`src/rtl/nsag_pkg.sv`:
```
// Shared types and constants of the strided address generator.
// No dependencies; imported by every module of the block.
`default_nettype none

package nsag_pkg;

	localparam int OP_W        = 3;
	localparam int AMOUNT_W    = 32;
	localparam int STRIDE_W    = 32;
	localparam int NUM_STRIDES = 4;
	localparam int OFFSET_W    = 50;
	localparam int OUT_COORD_W = 16;
	localparam int NUM_OUT     = 4;
	localparam int AXIS_W      = 2;
	localparam int CFG_IDX_W   = 3;
	localparam int CFG_DATA_W  = 64;

	localparam logic [OP_W-1:0] OP_LOAD  = 3'd0;
	localparam logic [OP_W-1:0] OP_STEP  = 3'd1;
	localparam logic [OP_W-1:0] OP_ADD   = 3'd2;
	localparam logic [OP_W-1:0] OP_LINE  = 3'd3;
	localparam logic [OP_W-1:0] OP_PLANE = 3'd4;

	localparam logic [CFG_IDX_W-1:0] CFG_DIM_SIZES   = 3'd0;
	localparam logic [CFG_IDX_W-1:0] CFG_STRIDE_0    = 3'd1;
	localparam logic [CFG_IDX_W-1:0] CFG_STRIDE_1    = 3'd2;
	localparam logic [CFG_IDX_W-1:0] CFG_STRIDE_2    = 3'd3;
	localparam logic [CFG_IDX_W-1:0] CFG_STRIDE_3    = 3'd4;
	localparam logic [CFG_IDX_W-1:0] CFG_BCAST       = 3'd5;
	localparam logic [CFG_IDX_W-1:0] CFG_FIRST_AXIS  = 3'd6;
	localparam logic [CFG_IDX_W-1:0] CFG_SECOND_AXIS = 3'd7;

	localparam logic [CFG_DATA_W-1:0] DIM_SIZES_RST   = 64'h0001_0001_0001_0001;
	localparam logic [AXIS_W-1:0]     FIRST_AXIS_RST  = 2'd0;
	localparam logic [AXIS_W-1:0]     SECOND_AXIS_RST = 2'd1;

	// Commands from the controller to the datapath.
	typedef struct packed {
		logic take;
		logic div_start;
		logic div_commit;
		logic step;
		logic mul;
		logic acc;
		logic out_load;
	} nsag_cmd_t;

	// Status from the datapath back to the controller.
	typedef struct packed {
		logic div_done;
		logic step_stop;
		logic out_free;
	} nsag_stat_t;

endpackage

`default_nettype wire

```
`src/rtl/nsag_div.sv`:
```
// Restoring divider, one quotient bit per cycle, for the digit split.
// Uses nsag_pkg; instantiated by nsag_dp.
`default_nettype none

module nsag_div
	import nsag_pkg::*;
#(
	parameter int DIVIDEND_W = 35,
	parameter int DIVISOR_W  = 16
) (
	input  wire logic                  clk,
	input  wire logic                  arst_n,
	input  wire logic                  start,
	input  wire logic [DIVIDEND_W-1:0] dividend,
	input  wire logic [DIVISOR_W-1:0]  divisor,
	output logic                       done,
	output logic [DIVIDEND_W-1:0]      quotient,
	output logic [DIVISOR_W-1:0]       remainder
);

	localparam int CNT_W = $clog2(DIVIDEND_W + 1);

	logic                  busy_q;
	logic [CNT_W-1:0]      cnt_q;
	logic [DIVIDEND_W-1:0] quo_q;
	logic [DIVISOR_W-1:0]  rem_q;
	logic [DIVISOR_W-1:0]  dsr_q;
	logic [DIVISOR_W:0]    partial;
	logic                  ge;
	logic [DIVISOR_W:0]    diff;

	assign partial = {rem_q, quo_q[DIVIDEND_W-1]};
	assign ge      = partial >= {1'b0, dsr_q};
	assign diff    = partial - {1'b0, dsr_q};

	assign done      = busy_q && (cnt_q == '0);
	assign quotient  = quo_q;
	assign remainder = rem_q;

	always_ff @(posedge clk or negedge arst_n) begin
		if (!arst_n) begin
			busy_q <= 1'b0;
			cnt_q  <= '0;
		end else if (start) begin
			busy_q <= 1'b1;
			cnt_q  <= CNT_W'(DIVIDEND_W);
		end else if (done) begin
			busy_q <= 1'b0;
		end else if (busy_q) begin
			cnt_q <= cnt_q - 1'b1;
		end
	end

	always_ff @(posedge clk) begin
		if (start) begin
			quo_q <= dividend;
			rem_q <= '0;
			dsr_q <= divisor;
		end else if (busy_q && (cnt_q != '0)) begin
			// shift in one dividend bit, subtract when it fits
			rem_q <= ge ? diff[DIVISOR_W-1:0] : partial[DIVISOR_W-1:0];
			quo_q <= {quo_q[DIVIDEND_W-2:0], ge};
		end
	end

endmodule

`default_nettype wire

```
`src/rtl/nsag_ctrl.sv`:
```
// Controller of the address generator: sequences digit division, carry
// steps and the offset sum per dimension. Uses nsag_pkg.
`default_nettype none

module nsag_ctrl
	import nsag_pkg::*;
#(
	parameter int NUM_DIMS = 4,
	parameter int DIM_W    = 2
) (
	input  wire logic            clk,
	input  wire logic            arst_n,
	input  wire logic            in_valid,
	output logic                 in_ready,
	input  wire logic [OP_W-1:0] op,
	input  wire nsag_stat_t      stat,
	output nsag_cmd_t            cmd,
	output logic [DIM_W-1:0]     dim
);

	typedef enum logic [2:0] {
		S_IDLE,
		S_DIV_GO,
		S_DIV_WAIT,
		S_STEP,
		S_MUL,
		S_ACC,
		S_OUT
	} state_t;

	localparam logic [DIM_W-1:0] LAST_DIM = DIM_W'(NUM_DIMS - 1);

	state_t           state_q;
	logic [DIM_W-1:0] dim_q;

	assign dim = dim_q;

	always_comb begin
		cmd      = '0;
		in_ready = 1'b0;
		case (state_q)
			S_IDLE: begin
				in_ready = 1'b1;
				cmd.take = in_valid;
			end
			S_DIV_GO:   cmd.div_start  = 1'b1;
			S_DIV_WAIT: cmd.div_commit = stat.div_done;
			S_STEP:     cmd.step       = 1'b1;
			S_MUL:      cmd.mul        = 1'b1;
			S_ACC:      cmd.acc        = 1'b1;
			S_OUT:      cmd.out_load   = stat.out_free;
			default:    cmd            = '0;
		endcase
	end

	always_ff @(posedge clk or negedge arst_n) begin
		if (!arst_n) begin
			state_q <= S_IDLE;
			dim_q   <= '0;
		end else begin
			case (state_q)
				S_IDLE: begin
					if (in_valid) begin
						dim_q <= '0;
						case (op)
							OP_LOAD, OP_ADD:           state_q <= S_DIV_GO;
							OP_STEP, OP_LINE, OP_PLANE: state_q <= S_STEP;
							default:                   state_q <= S_MUL;
						endcase
					end
				end
				S_DIV_GO: state_q <= S_DIV_WAIT;
				S_DIV_WAIT: begin
					if (stat.div_done) begin
						if (dim_q == LAST_DIM) begin
							dim_q   <= '0;
							state_q <= S_MUL;
						end else begin
							dim_q   <= dim_q + 1'b1;
							state_q <= S_DIV_GO;
						end
					end
				end
				S_STEP: begin
					// stop at the first digit that absorbs the carry
					if (stat.step_stop || (dim_q == LAST_DIM)) begin
						dim_q   <= '0;
						state_q <= S_MUL;
					end else begin
						dim_q <= dim_q + 1'b1;
					end
				end
				S_MUL: state_q <= S_ACC;
				S_ACC: begin
					if (dim_q == LAST_DIM) begin
						state_q <= S_OUT;
					end else begin
						dim_q   <= dim_q + 1'b1;
						state_q <= S_MUL;
					end
				end
				S_OUT: begin
					if (stat.out_free) begin
						state_q <= S_IDLE;
					end
				end
				default: state_q <= S_IDLE;
			endcase
		end
	end

endmodule

`default_nettype wire

```
`src/rtl/nsag_dp.sv`:
```
// Datapath of the address generator: configuration registers, coordinate
// digits, divider, multiply-accumulate and output register. Uses nsag_pkg, nsag_div.
`default_nettype none

module nsag_dp
	import nsag_pkg::*;
#(
	parameter int NUM_DIMS   = 4,
	parameter int COORD_BITS = 16,
	parameter int DIM_W      = 2
) (
	input  wire logic                   clk,
	input  wire logic                   arst_n,
	input  wire nsag_cmd_t              cmd,
	input  wire logic [DIM_W-1:0]       dim,
	output nsag_stat_t                  stat,
	input  wire logic [OP_W-1:0]        op,
	input  wire logic [AMOUNT_W-1:0]    amount,
	input  wire logic                   cfg_valid,
	input  wire logic [CFG_IDX_W-1:0]   cfg_index,
	input  wire logic [CFG_DATA_W-1:0]  cfg_data,
	output logic                        out_valid,
	input  wire logic                   out_ready,
	output logic [OUT_COORD_W-1:0]      coord_0,
	output logic [OUT_COORD_W-1:0]      coord_1,
	output logic [OUT_COORD_W-1:0]      coord_2,
	output logic [OUT_COORD_W-1:0]      coord_3,
	output logic [OFFSET_W-1:0]         bit_offset
);

	localparam int WIDE_W = (AMOUNT_W > COORD_BITS) ? AMOUNT_W : COORD_BITS;
	localparam int DIV_W  = WIDE_W + $clog2(NUM_DIMS + 1);
	localparam int SZ_W   = NUM_DIMS * COORD_BITS + CFG_DATA_W;
	localparam int PROD_W = COORD_BITS + STRIDE_W;

	// configuration
	logic [CFG_DATA_W-1:0] dim_sizes_q;
	logic [STRIDE_W-1:0]   stride_q [NUM_STRIDES];
	logic [NUM_STRIDES-1:0] bcast_q;
	logic [AXIS_W-1:0]     first_axis_q;
	logic [AXIS_W-1:0]     second_axis_q;

	// coordinate and work registers
	logic [COORD_BITS-1:0] pos_q [NUM_DIMS];
	logic [OP_W-1:0]       op_q;
	logic [DIV_W-1:0]      carry_q;
	logic [PROD_W-1:0]     prod_q;
	logic [OFFSET_W-1:0]   acc_q;

	// output register
	logic                   out_valid_q;
	logic [OUT_COORD_W-1:0] out_coord_q [NUM_OUT];
	logic [OUT_COORD_W-1:0] out_coord_d [NUM_OUT];
	logic [OFFSET_W-1:0]    out_offset_q;

	logic [SZ_W-1:0]       sizes_ext;
	logic [COORD_BITS-1:0] size_d   [NUM_DIMS];
	logic [STRIDE_W-1:0]   stride_d [NUM_DIMS];
	logic [NUM_DIMS-1:0]   skip_d;

	logic [COORD_BITS-1:0] cur_pos;
	logic [COORD_BITS-1:0] cur_size;
	logic [STRIDE_W-1:0]   cur_stride;
	logic                  cur_skip;
	logic [COORD_BITS:0]   incr;
	logic                  step_stop;

	logic                  div_done;
	logic [DIV_W-1:0]      div_quo;
	logic [COORD_BITS-1:0] div_rem;

	assign sizes_ext = SZ_W'(dim_sizes_q);

	for (genvar d = 0; d < NUM_DIMS; d++) begin : g_dim
		logic [COORD_BITS-1:0] raw;
		assign raw       = sizes_ext[d*COORD_BITS +: COORD_BITS];
		// a size of zero counts as one
		assign size_d[d] = (raw == '0) ? COORD_BITS'(1) : raw;
		assign skip_d[d] = ((op_q == OP_LINE) || (op_q == OP_PLANE)) && (int'(first_axis_q) == d)
			|| (op_q == OP_PLANE) && (int'(second_axis_q) == d);
		if (d < NUM_STRIDES) begin : g_str
			assign stride_d[d] = bcast_q[d] ? '0 : stride_q[d];
		end else begin : g_nostr
			assign stride_d[d] = '0;
		end
	end

	for (genvar k = 0; k < NUM_OUT; k++) begin : g_out
		if (k < NUM_DIMS) begin : g_live
			assign out_coord_d[k] = OUT_COORD_W'(pos_q[k]);
		end else begin : g_dead
			assign out_coord_d[k] = '0;
		end
	end

	assign cur_pos    = pos_q[dim];
	assign cur_size   = size_d[dim];
	assign cur_stride = stride_d[dim];
	assign cur_skip   = skip_d[dim];
	assign incr       = {1'b0, cur_pos} + 1'b1;
	assign step_stop  = !cur_skip && (incr < {1'b0, cur_size});

	nsag_div #(
		.DIVIDEND_W(DIV_W),
		.DIVISOR_W (COORD_BITS)
	) u_div (
		.clk      (clk),
		.arst_n   (arst_n),
		.start    (cmd.div_start),
		.dividend (carry_q + DIV_W'(cur_pos)),
		.divisor  (cur_size),
		.done     (div_done),
		.quotient (div_quo),
		.remainder(div_rem)
	);

	assign stat.div_done  = div_done;
	assign stat.step_stop = step_stop;
	assign stat.out_free  = !out_valid_q || out_ready;

	always_ff @(posedge clk or negedge arst_n) begin
		if (!arst_n) begin
			dim_sizes_q   <= DIM_SIZES_RST;
			for (int i = 0; i < NUM_STRIDES; i++) begin
				stride_q[i] <= '0;
			end
			bcast_q       <= '0;
			first_axis_q  <= FIRST_AXIS_RST;
			second_axis_q <= SECOND_AXIS_RST;
		end else if (cfg_valid) begin
			case (cfg_index)
				CFG_DIM_SIZES:   dim_sizes_q   <= cfg_data;
				CFG_STRIDE_0:    stride_q[0]   <= cfg_data[STRIDE_W-1:0];
				CFG_STRIDE_1:    stride_q[1]   <= cfg_data[STRIDE_W-1:0];
				CFG_STRIDE_2:    stride_q[2]   <= cfg_data[STRIDE_W-1:0];
				CFG_STRIDE_3:    stride_q[3]   <= cfg_data[STRIDE_W-1:0];
				CFG_BCAST:       bcast_q       <= cfg_data[NUM_STRIDES-1:0];
				CFG_FIRST_AXIS:  first_axis_q  <= cfg_data[AXIS_W-1:0];
				CFG_SECOND_AXIS: second_axis_q <= cfg_data[AXIS_W-1:0];
				default:         dim_sizes_q   <= dim_sizes_q;
			endcase
		end
	end

	always_ff @(posedge clk or negedge arst_n) begin
		if (!arst_n) begin
			for (int i = 0; i < NUM_DIMS; i++) begin
				pos_q[i] <= '0;
			end
		end else if (cmd.take && (op == OP_LOAD)) begin
			for (int i = 0; i < NUM_DIMS; i++) begin
				pos_q[i] <= '0;
			end
		end else if (cmd.div_commit) begin
			pos_q[dim] <= div_rem;
		end else if (cmd.step && !cur_skip) begin
			// digit at its end (or past it) wraps and passes the carry on
			pos_q[dim] <= step_stop ? incr[COORD_BITS-1:0] : '0;
		end
	end

	always_ff @(posedge clk) begin
		if (cmd.take) begin
			op_q    <= op;
			carry_q <= DIV_W'(amount);
			acc_q   <= '0;
		end else begin
			if (cmd.div_commit) begin
				carry_q <= div_quo;
			end
			if (cmd.mul) begin
				prod_q <= PROD_W'(cur_pos) * PROD_W'(cur_stride);
			end
			if (cmd.acc) begin
				acc_q <= acc_q + OFFSET_W'(prod_q);
			end
		end
	end

	always_ff @(posedge clk or negedge arst_n) begin
		if (!arst_n) begin
			out_valid_q <= 1'b0;
		end else if (cmd.out_load) begin
			out_valid_q <= 1'b1;
		end else if (out_ready) begin
			out_valid_q <= 1'b0;
		end
	end

	always_ff @(posedge clk) begin
		if (cmd.out_load) begin
			out_coord_q  <= out_coord_d;
			out_offset_q <= acc_q;
		end
	end

	assign out_valid  = out_valid_q;
	assign coord_0    = out_coord_q[0];
	assign coord_1    = out_coord_q[1];
	assign coord_2    = out_coord_q[2];
	assign coord_3    = out_coord_q[3];
	assign bit_offset = out_offset_q;

endmodule

`default_nettype wire

```
`src/rtl/nd_strided_address_generator.sv`:
```
// N-dimensional strided address generator. Keeps a mixed-radix coordinate
// and returns it with its strided bit offset for every word accepted. One
// word is in flight at a time; the result sits in an output register, so
// the next word is taken while the previous result waits. Load and add,
// with N = NUM_DIMS and W = max(32, COORD_BITS) + clog2(N + 1) dividend
// bits, split each digit through the shared restoring divider, one
// quotient bit per cycle; step, next line and next plane walk the digits
// from the lowest, 1 to N of them, until one absorbs the carry; other ops
// go straight to the offset sum. The offset is summed one dimension at a
// time through a single multiplier, each product registered before it is
// accumulated. Configuration writes are taken every cycle and must only
// arrive while the block is idle. Uses nsag_pkg, nsag_ctrl, nsag_dp.
`default_nettype none

module nd_strided_address_generator
	import nsag_pkg::*;
#(
	parameter int NUM_DIMS   = 4,
	parameter int COORD_BITS = 16
) (
	input  wire logic                   clk,
	input  wire logic                   arst_n,
	input  wire logic                   in_valid,
	output logic                        in_ready,
	input  wire logic [OP_W-1:0]        op,
	input  wire logic [AMOUNT_W-1:0]    amount,
	output logic                        out_valid,
	input  wire logic                   out_ready,
	output logic [OUT_COORD_W-1:0]      coord_0,
	output logic [OUT_COORD_W-1:0]      coord_1,
	output logic [OUT_COORD_W-1:0]      coord_2,
	output logic [OUT_COORD_W-1:0]      coord_3,
	output logic [OFFSET_W-1:0]         bit_offset,
	input  wire logic                   cfg_valid,
	output logic                        cfg_ready,
	input  wire logic [CFG_IDX_W-1:0]   cfg_index,
	input  wire logic [CFG_DATA_W-1:0]  cfg_data
);

	localparam int DIM_W = (NUM_DIMS > 1) ? $clog2(NUM_DIMS) : 1;

	nsag_cmd_t        cmd;
	nsag_stat_t       stat;
	logic [DIM_W-1:0] dim;

	assign cfg_ready = 1'b1;

	nsag_ctrl #(
		.NUM_DIMS(NUM_DIMS),
		.DIM_W   (DIM_W)
	) u_ctrl (
		.clk     (clk),
		.arst_n  (arst_n),
		.in_valid(in_valid),
		.in_ready(in_ready),
		.op      (op),
		.stat    (stat),
		.cmd     (cmd),
		.dim     (dim)
	);

	nsag_dp #(
		.NUM_DIMS  (NUM_DIMS),
		.COORD_BITS(COORD_BITS),
		.DIM_W     (DIM_W)
	) u_dp (
		.clk       (clk),
		.arst_n    (arst_n),
		.cmd       (cmd),
		.dim       (dim),
		.stat      (stat),
		.op        (op),
		.amount    (amount),
		.cfg_valid (cfg_valid),
		.cfg_index (cfg_index),
		.cfg_data  (cfg_data),
		.out_valid (out_valid),
		.out_ready (out_ready),
		.coord_0   (coord_0),
		.coord_1   (coord_1),
		.coord_2   (coord_2),
		.coord_3   (coord_3),
		.bit_offset(bit_offset)
	);

endmodule

`default_nettype wire

```
`config.mk`:
```
export PLATFORM = sky130hd
export DESIGN_NAME = nd_strided_address_generator
export DESIGN_NICKNAME = d
export VERILOG_FILES = /design/src/rtl/nsag_pkg.sv /design/src/rtl/nsag_div.sv /design/src/rtl/nsag_ctrl.sv /design/src/rtl/nsag_dp.sv /design/src/rtl/nd_strided_address_generator.sv
export SDC_FILE = /design/constraint.sdc
export NUM_CORES = 2
export LEC_CHECK = 0
export BUFFER_PORTS_ARGS = -buffer_cell sky130_fd_sc_hd__buf_4
export CORE_MARGIN = 2
export CORE_UTILIZATION = 33
export CTS_CLUSTER_SIZE = 28
export DETAILED_ROUTE_END_ITERATION = 8
export HOLD_SLACK_MARGIN = 0.12
export MAX_ROUTING_LAYER = met4
export PLACE_DENSITY = 0.46
export RECOVER_POWER = 100
export SLEW_MARGIN = 20
export SYNTH_ARGS = -nofsm -noshare
export SYNTH_HDL_FRONTEND = slang
export SYNTH_HIERARCHICAL = 1
export SYNTH_SLANG_ARGS = --single-unit
```
`constraint.sdc`:
```
create_clock -name clk -period 11 [get_ports clk]
set_clock_uncertainty 0.2 [all_clocks]
set_input_delay 0.55 -clock clk [delete_from_list [all_inputs] [get_ports clk]]
set_output_delay 0.55 -clock clk [all_outputs]
set_load 0.01 [all_outputs]
```
# Word level (Yosys, flattened, before mapping)
# Cells that the tools add are included.
dict set report word_totals {
  n_memories 0
  in_bits 107
  rom_bits 0
  latchBits 0
  ram_bits 0
  wordCells 192
  output_inout_bits 117
  reg_bits 594
}
dict set report op_classes {
  n_eq_ne 32
  shifts 0
  order_cmp 5
  n_reduce_logical 55
  mux 61
  div_mod_pow 0
  addsub 6
  bitwise_logic 2
  n_mul 1
}
# op n
set ops {}
lappend ops {{32-bit two-way mux} 8}
lappend ops {{64-bit two-way mux} 3}
lappend ops {{16-bit two-way mux} 11}
lappend ops {{64-bit bitwise mux} 2}
lappend ops {{35-bit two-way mux} 2}
lappend ops {{16-bit binary-select mux with 2-bit select} 2}
lappend ops {{32-bit binary-select mux with 2-bit select} 1}
lappend ops {{16-bit zero test} 4}
lappend ops {{50-bit by 48-bit adder with 50-bit output} 1}
lappend ops {{16-bit by 32-bit multiplier with 48-bit output} 1}
lappend ops {{35-bit by 16-bit adder with 35-bit output} 1}
lappend ops {{16-bit demux with 2-bit select} 1}
lappend ops {{3-bit equality test (second input constant)} 9}
lappend ops {{3-bit by 2-bit equality test with 1-bit output (second input constant)} 7}
lappend ops {{3-bit one-hot mux with 7 select lines} 1}
lappend ops {{2-bit AND reduction} 10}
lappend ops {{6-bit two-way mux} 3}
lappend ops {{16-bit by 1-bit adder with 17-bit output (second input constant)} 1}
lappend ops {{17-bit by 16-bit >= comparator with 1-bit output} 1}
lappend ops {{17-bit by 16-bit less-than comparator with 1-bit output} 1}
lappend ops {{16-bit subtractor} 1}
lappend ops {{3-bit two-way mux} 5}
lappend ops {{1-bit logical AND} 14}
lappend ops {{1-bit two-way mux} 13}
lappend ops {{28 further kinds} 59}

# Depth between registers and ports, before layout
dict set report logic_depth {
  depth_word 13
  ltp_mapped 33
  mapped_depth_nobuf 27
}

# Hierarchy
# Netlist, hierarchy kept.
# mod cells_each seq_area_each_um2 instances area_per_inst_um2
set modules_own_cells {}
lappend modules_own_cells {nsag_dp 3805 13614.3 1 40331.2}
lappend modules_own_cells {nsag_div 344 2026.9 1 4011.3}
lappend modules_own_cells {nsag_ctrl 56 125.1 1 469.2}
lappend modules_own_cells {nd_strided_address_generator 2 0.0 1 11.3}

# Least setup slack after synthesis
# No wires, ideal clock.
dict set report synth_path {
  path_type {in2reg}
  startpoint {input port out_ready}
  endpoint {register u_dp.out_offset_q[0], in the netlist u_dp/bit_offset[0] (enable)}
  path_slack_ns 1.602
  arrival_ns 8.469
  path_buffers 0
  stages 3
  cell_sequence {nand2b_1 > nand2_1 > nor3_1}
}
# element line
set synth_rtl {}
lappend synth_rtl {{start, declared} nd_strided_address_generator.sv:28} ;# input wire logic out_ready,
lappend synth_rtl {{end signal, assigned} nsag_dp.sv:193} ;# out_offset_q <= acc_q;
lappend synth_rtl {{end, declared} nsag_dp.sv:54} ;# logic [OFFSET_W-1:0] out_offset_q;

# Worst setup path after layout
dict set report layout_path {
  startpoint {register u_ctrl.dim_q[0], in the netlist u_ctrl/dim[0]}
  endpoint {register u_dp.prod_q[44] (data pin)}
}
dict set report layout_via {
  elab_chain_len 5
}
# element line
set layout_lines {}
lappend layout_lines {{start, declared} nsag_ctrl.sv:34} ;# logic [DIM_W-1:0] dim_q;
lappend layout_lines {{start signal, assigned} nsag_ctrl.sv:79} ;# dim_q <= dim_q + 1'b1;
lappend layout_lines {{start signal, assigned} nsag_ctrl.sv:90} ;# dim_q <= dim_q + 1'b1;
lappend layout_lines {{start signal, assigned} nsag_ctrl.sv:98} ;# dim_q <= dim_q + 1'b1;
lappend layout_lines {{2-bit inverter with 3-bit output (implied by the code) (*)} {nsag_dp.sv:96, nsag_dp.sv:98}}
lappend layout_lines {{16-bit binary-select mux with 2-bit select or 32-bit binary-select mux with 2-bit select (tied branches)} {nsag_dp.sv:96, nsag_dp.sv:98}}
lappend layout_lines {{16-bit two-way mux (implied by the code) or 32-bit two-way mux (tied branches) (2 in a row)} {nsag_dp.sv:96, nsag_dp.sv:98}}
lappend layout_lines {{16-bit by 32-bit multiplier with 48-bit output (*)} nsag_dp.sv:172} ;# prod_q <= PROD_W'(cur_pos) * PROD_W'(cur_stride);
lappend layout_lines {{end signal, assigned} nsag_dp.sv:172}
lappend layout_lines {{end, declared} nsag_dp.sv:47} ;# logic [PROD_W-1:0] prod_q;
# Mark *: on every way between the ends. The rest lies on a longest branch, timed or not. The select of a mux whose other input is x is not followed.
# A chain may end at the register's enable or synchronous reset.

==> results.yml <==
cts:
  cts.htree.levels: 3
  post_cts_buffers: 0
  clk_pin_slew_ns: 0.06
  clock-root-buffer: "clkbuf_16"
  clk_latency_ns: 0.68
  numClockSinks: 594
  cts_tree: "done"
  cts_buffers: 73
  ctsLongestPathBuffers: 3
synth:
  synth.area.top_cells: "fa_1 (19%), edfxtp_1 (17%), dfrtp_1 (15%), mux2_2 (7.1%), ha_1 (6.1%)"
  synth_flop_cell: "dfrtp_1"
  synth_fp_nets: 4953
  syn_inst: 4207
  ys_ff_latch: 594
  synth_top_area_frac: 0.188
  ys_types: 112
  async_flop_share: 0.466
  synth.avg_cell_area_um2: 10.7
  synth-warning-count: 6
  yosysSeqAreaShare: 0.352
  synth_edf_count: 248
  synth_area_leader_cell: "fa_1"
  synth.cell_area_um2: 44800
die:
  io_pins: 224
  die-area_um2: 139000
  die_y_um: 373
  rows: 135
  die_w_um: 373
  start_util: 0.332
  core_area_um2: 135000
detailed_routing:
  vias: 32200
  firstDrtPassIters: 7
  drc_errors: 0
  detail-route-antenna-nets: 0
  drt_iter0_drc: 2080
  wl_mm: 137
  vias_per_cell: 5.09
  wire_per_inst_um: 21.7
power_and_ir_drop:
  clockPowerShare: 0.152
  intPower_uw: 8660
  combPwrFrac: 0.622
  vdd.ir_drop.worst_v: 0.000194
  power.leakage_uw: 0.0222
  p_per_area_nw_per_um2: 325
  switching_share: 0.481
  power_switching_uw: 8040
  power_frac_seq: 0.226
cells_and_area:
  drive_above_1_share: 0.134
  fin_area_um2: 51300
  n_fill_cell: 13500
  nets: 5232
  syn2layout_area_growth_pct: 14.6
  final_util: 0.380
timing:
  relSlewSlack: -2.64
  period_share: 0.898
  min_period_ns: 9.87
  finalMaxSlewViolations: 907
  fin_ws_ns: 1.13
  finalHoldViolations: 0
  hold_slack_ns: 0.262
  fmax_ghz: 0.101
  setup_tns_ns: 0
  worstMarginPinSlew_ns: 5.46
  setup_viol: 0
  rsz0062_at_grt: "no"
grt:
  grt_most_used_layer: "met2"
  grt_max_degree: 99
  grt_util_met3: 0.0276
  grt_usage: 0.206
  gr-total-overflow: 0
  grtUsageMet2: 0.319
  grt_antenna_before_repair: 2
  grtUsageMet1: 0.289
  grt_pass1_vias: 33500
  grt_pass1_wl_mm: 212
status:
  outcome: "complete, but fails checks"
  violations: "capacitance limit, slew limit"
worst_setup_path:
  end_kind: "register"
  r2r_start: "u_ctrl/dim[0]"
  timing.rr.end: "u_dp/prod_q[44]"
  cp.required_ns: 11.22
  reg2reg_depth: 25
  crit_type: "register to register"
  worstPathArrival_ns: 10.09
  worst-path-max-fanout: 62
  rrSetupSlack_ns: 1.13
  cp-start-kind: "register"
min_path:
  hold_path_end: "u_dp/bit_offset[49]"
  worstHoldPathType: "register to register"
  min_path_cells: 0
  min_from: "u_dp/acc_q[49]"
place:
  place_worst_setup_slack_ns: 1.65
  placed_area_um2: 48500
  io_buffers: 222
  hpwl_mm: 103
  routabilityCongestion: 0.875
job:
  maxCapViolations: 20
sequential cells by signal, summed over array words and instances (netlist names), 4 cells and up:
register and count:
u_dp/coord_3 16, u_dp/dim_sizes_q 64, u_dp/bcast_q 4, u_dp/u_div/remainder 16, u_dp/prod_q 48, u_dp/carry_q 35, u_dp/u_div/cnt_q 6, u_dp/bit_offset 50
u_dp/u_div/quotient 35, u_dp/out_coord_d 64, u_dp/coord_1 16, u_dp/stride_q 128, u_dp/acc_q 50, u_dp/u_div/dsr_q 16, u_dp/coord_2 16, u_dp/coord_0 16
placed cells by master (no fill, tap or decap), types with 44 or more instances in the layout:
master / Yosys / routed
edfxtp_1: 248 / 248
mux2_2: 282 / 281
nor2_1: 321 / 317
dlygate4sd3_1: 0 / 108
xnor2_1: 100 / 100
nand2_1: 437 / 438
fa_1: 421 / 421
a21oi_1: 185 / 177
dfxtp_1: 69 / 69
ha_1: 218 / 218
xor2_1: 46 / 46
o21ai_0: 66 / 76
dfrtp_1: 272 / 270
clkbuf_1: 128 / 153
mux2i_1: 51 / 51
a21o_1: 93 / 93
a22oi_1: 45 / 45
nand3_1: 44 / 44
inv_1: 507 / 508
clkbuf_16: 0 / 77
buf_4: 10 / 140
a22o_1: 73 / 81
routing by layer:
layer | vias to the layer above | part of all wire
met5 | - | 0
met4 | 0 | 0.018
met3 | 120 | 0.047
met2 | 731 | 0.46
met1 | 16500 | 0.48
li1 | 14900 | -
how the worst max path moves through the flow:
stage	from	to	slack, ns	depth (start not counted)
floorplan	out_ready	u_dp/bit_offset[0]	1.60	3
global placement	u_ctrl/dim[1]	u_dp/prod_q[43]	1.72	26
detailed placement	u_ctrl/dim[1]	u_dp/prod_q[43]	1.65	26
CTS	u_ctrl/dim[1]	u_dp/prod_q[43]	1.63	26
global route	u_ctrl/dim[0]	u_dp/prod_q[44]	0.71	25
finish	u_ctrl/dim[0]	u_dp/prod_q[44]	1.13	25
Yosys cell counts (12+ instances only):
library cell	count
nor2_1	321
nor3_1	23
edfxtp_1	248
a211oi_1	12
mux2_2	282
fa_1	421
buf_1	23
and2_1	52
inv_1	507
xnor2_1	100
a21o_1	93
dfxtp_1	69
and3_1	31
xor2_1	46
o21bai_1	18
o21ai_1	19
a22o_1	73
a21oi_1	185
mux2i_1	51
clkbuf_1	128
ha_1	218
nand4_1	34
nor4_1	22
nor2b_1	29
nand2_1	437
a221oi_1	37
dfrtp_1	272
nand3_1	44
a22oi_1	45
nand2b_1	27
buf_2	17
o21ai_0	66
area by class of cell:
class                   count  area, um2  area share
diodes                      2       5.00   0.0000975
clock buffers              98       2120      0.0412
clock inverters            30        399     0.00777
inverters                 515       1930      0.0376
multi-input cells        2910      26200       0.510
flip-flops and latches    594      15800       0.307
well taps                1781       2230      0.0434
repair buffers            392       2690      0.0524
metrics by stage:
step,instances,power [uW]
finish,6322,16700
global route,6321,18200
CTS,6320,16900
detailed placement,6084,14200
global placement,6084,14200
floorplan,4207,10900
power by group through the flow:
stage / Combinational (uW) / Clock (uW) / Sequential, uW
after floorplan: 7320 / 0 / 3590
after global placement: 10400 / 0 / 3820
after detailed placement: 10400 / 0 / 3810
after CTS: 10500 / 2630 / 3770
after global routing: 11600 / 2710 / 3860
final: 10400 / 2540 / 3780
logic make-up (layout without fill, tap and decap cells):
logic type	Yosys count	after routing	share of synthesized area
other	1	3	0.0000837
and+or+nand+nor	1086	1086	0.111
muxes	341	341	0.0860
xor gates and xnor gates	146	146	0.0285
buffers and inverters	703	1035	0.0622
AOI/OAI and AO/OA	697	697	0.112
adders and majority gates	639	639	0.249
DFF	594	594	0.352
repair_timing:
| item | 4_1_cts | 5_1_grt |
|---|---|---|
| hold buffers | 108 | 0 |
| gates resized for setup | 0 | 0 |
| hold endpoints to repair | 335 | 0 |
critical path: stages, from the launching register on:
cell	delay [ns]
dfrtp_4	1.01
clkbuf_1	1.05
mux2_2	0.44
o21ai_2	0.59
clkinv_1	0.24
buf_4	0.31
nand2_1	0.14
fa_1	0.42
inv_1	0.09
fa_1	0.42
fa_1	0.52
fa_1	0.45
fa_1	0.50
inv_1	0.05
fa_1	0.49
inv_1	0.05
ha_1	0.43
a21oi_1	0.13
o21ai_0	0.28
a2111o_1	0.17
o221ai_1	0.24
o41ai_4	0.41
a31oi_4	0.16
o21ai_0	0.39
nor4b_1	0.11
a211o_1	0.29
(Power assumes the default switching activity.)
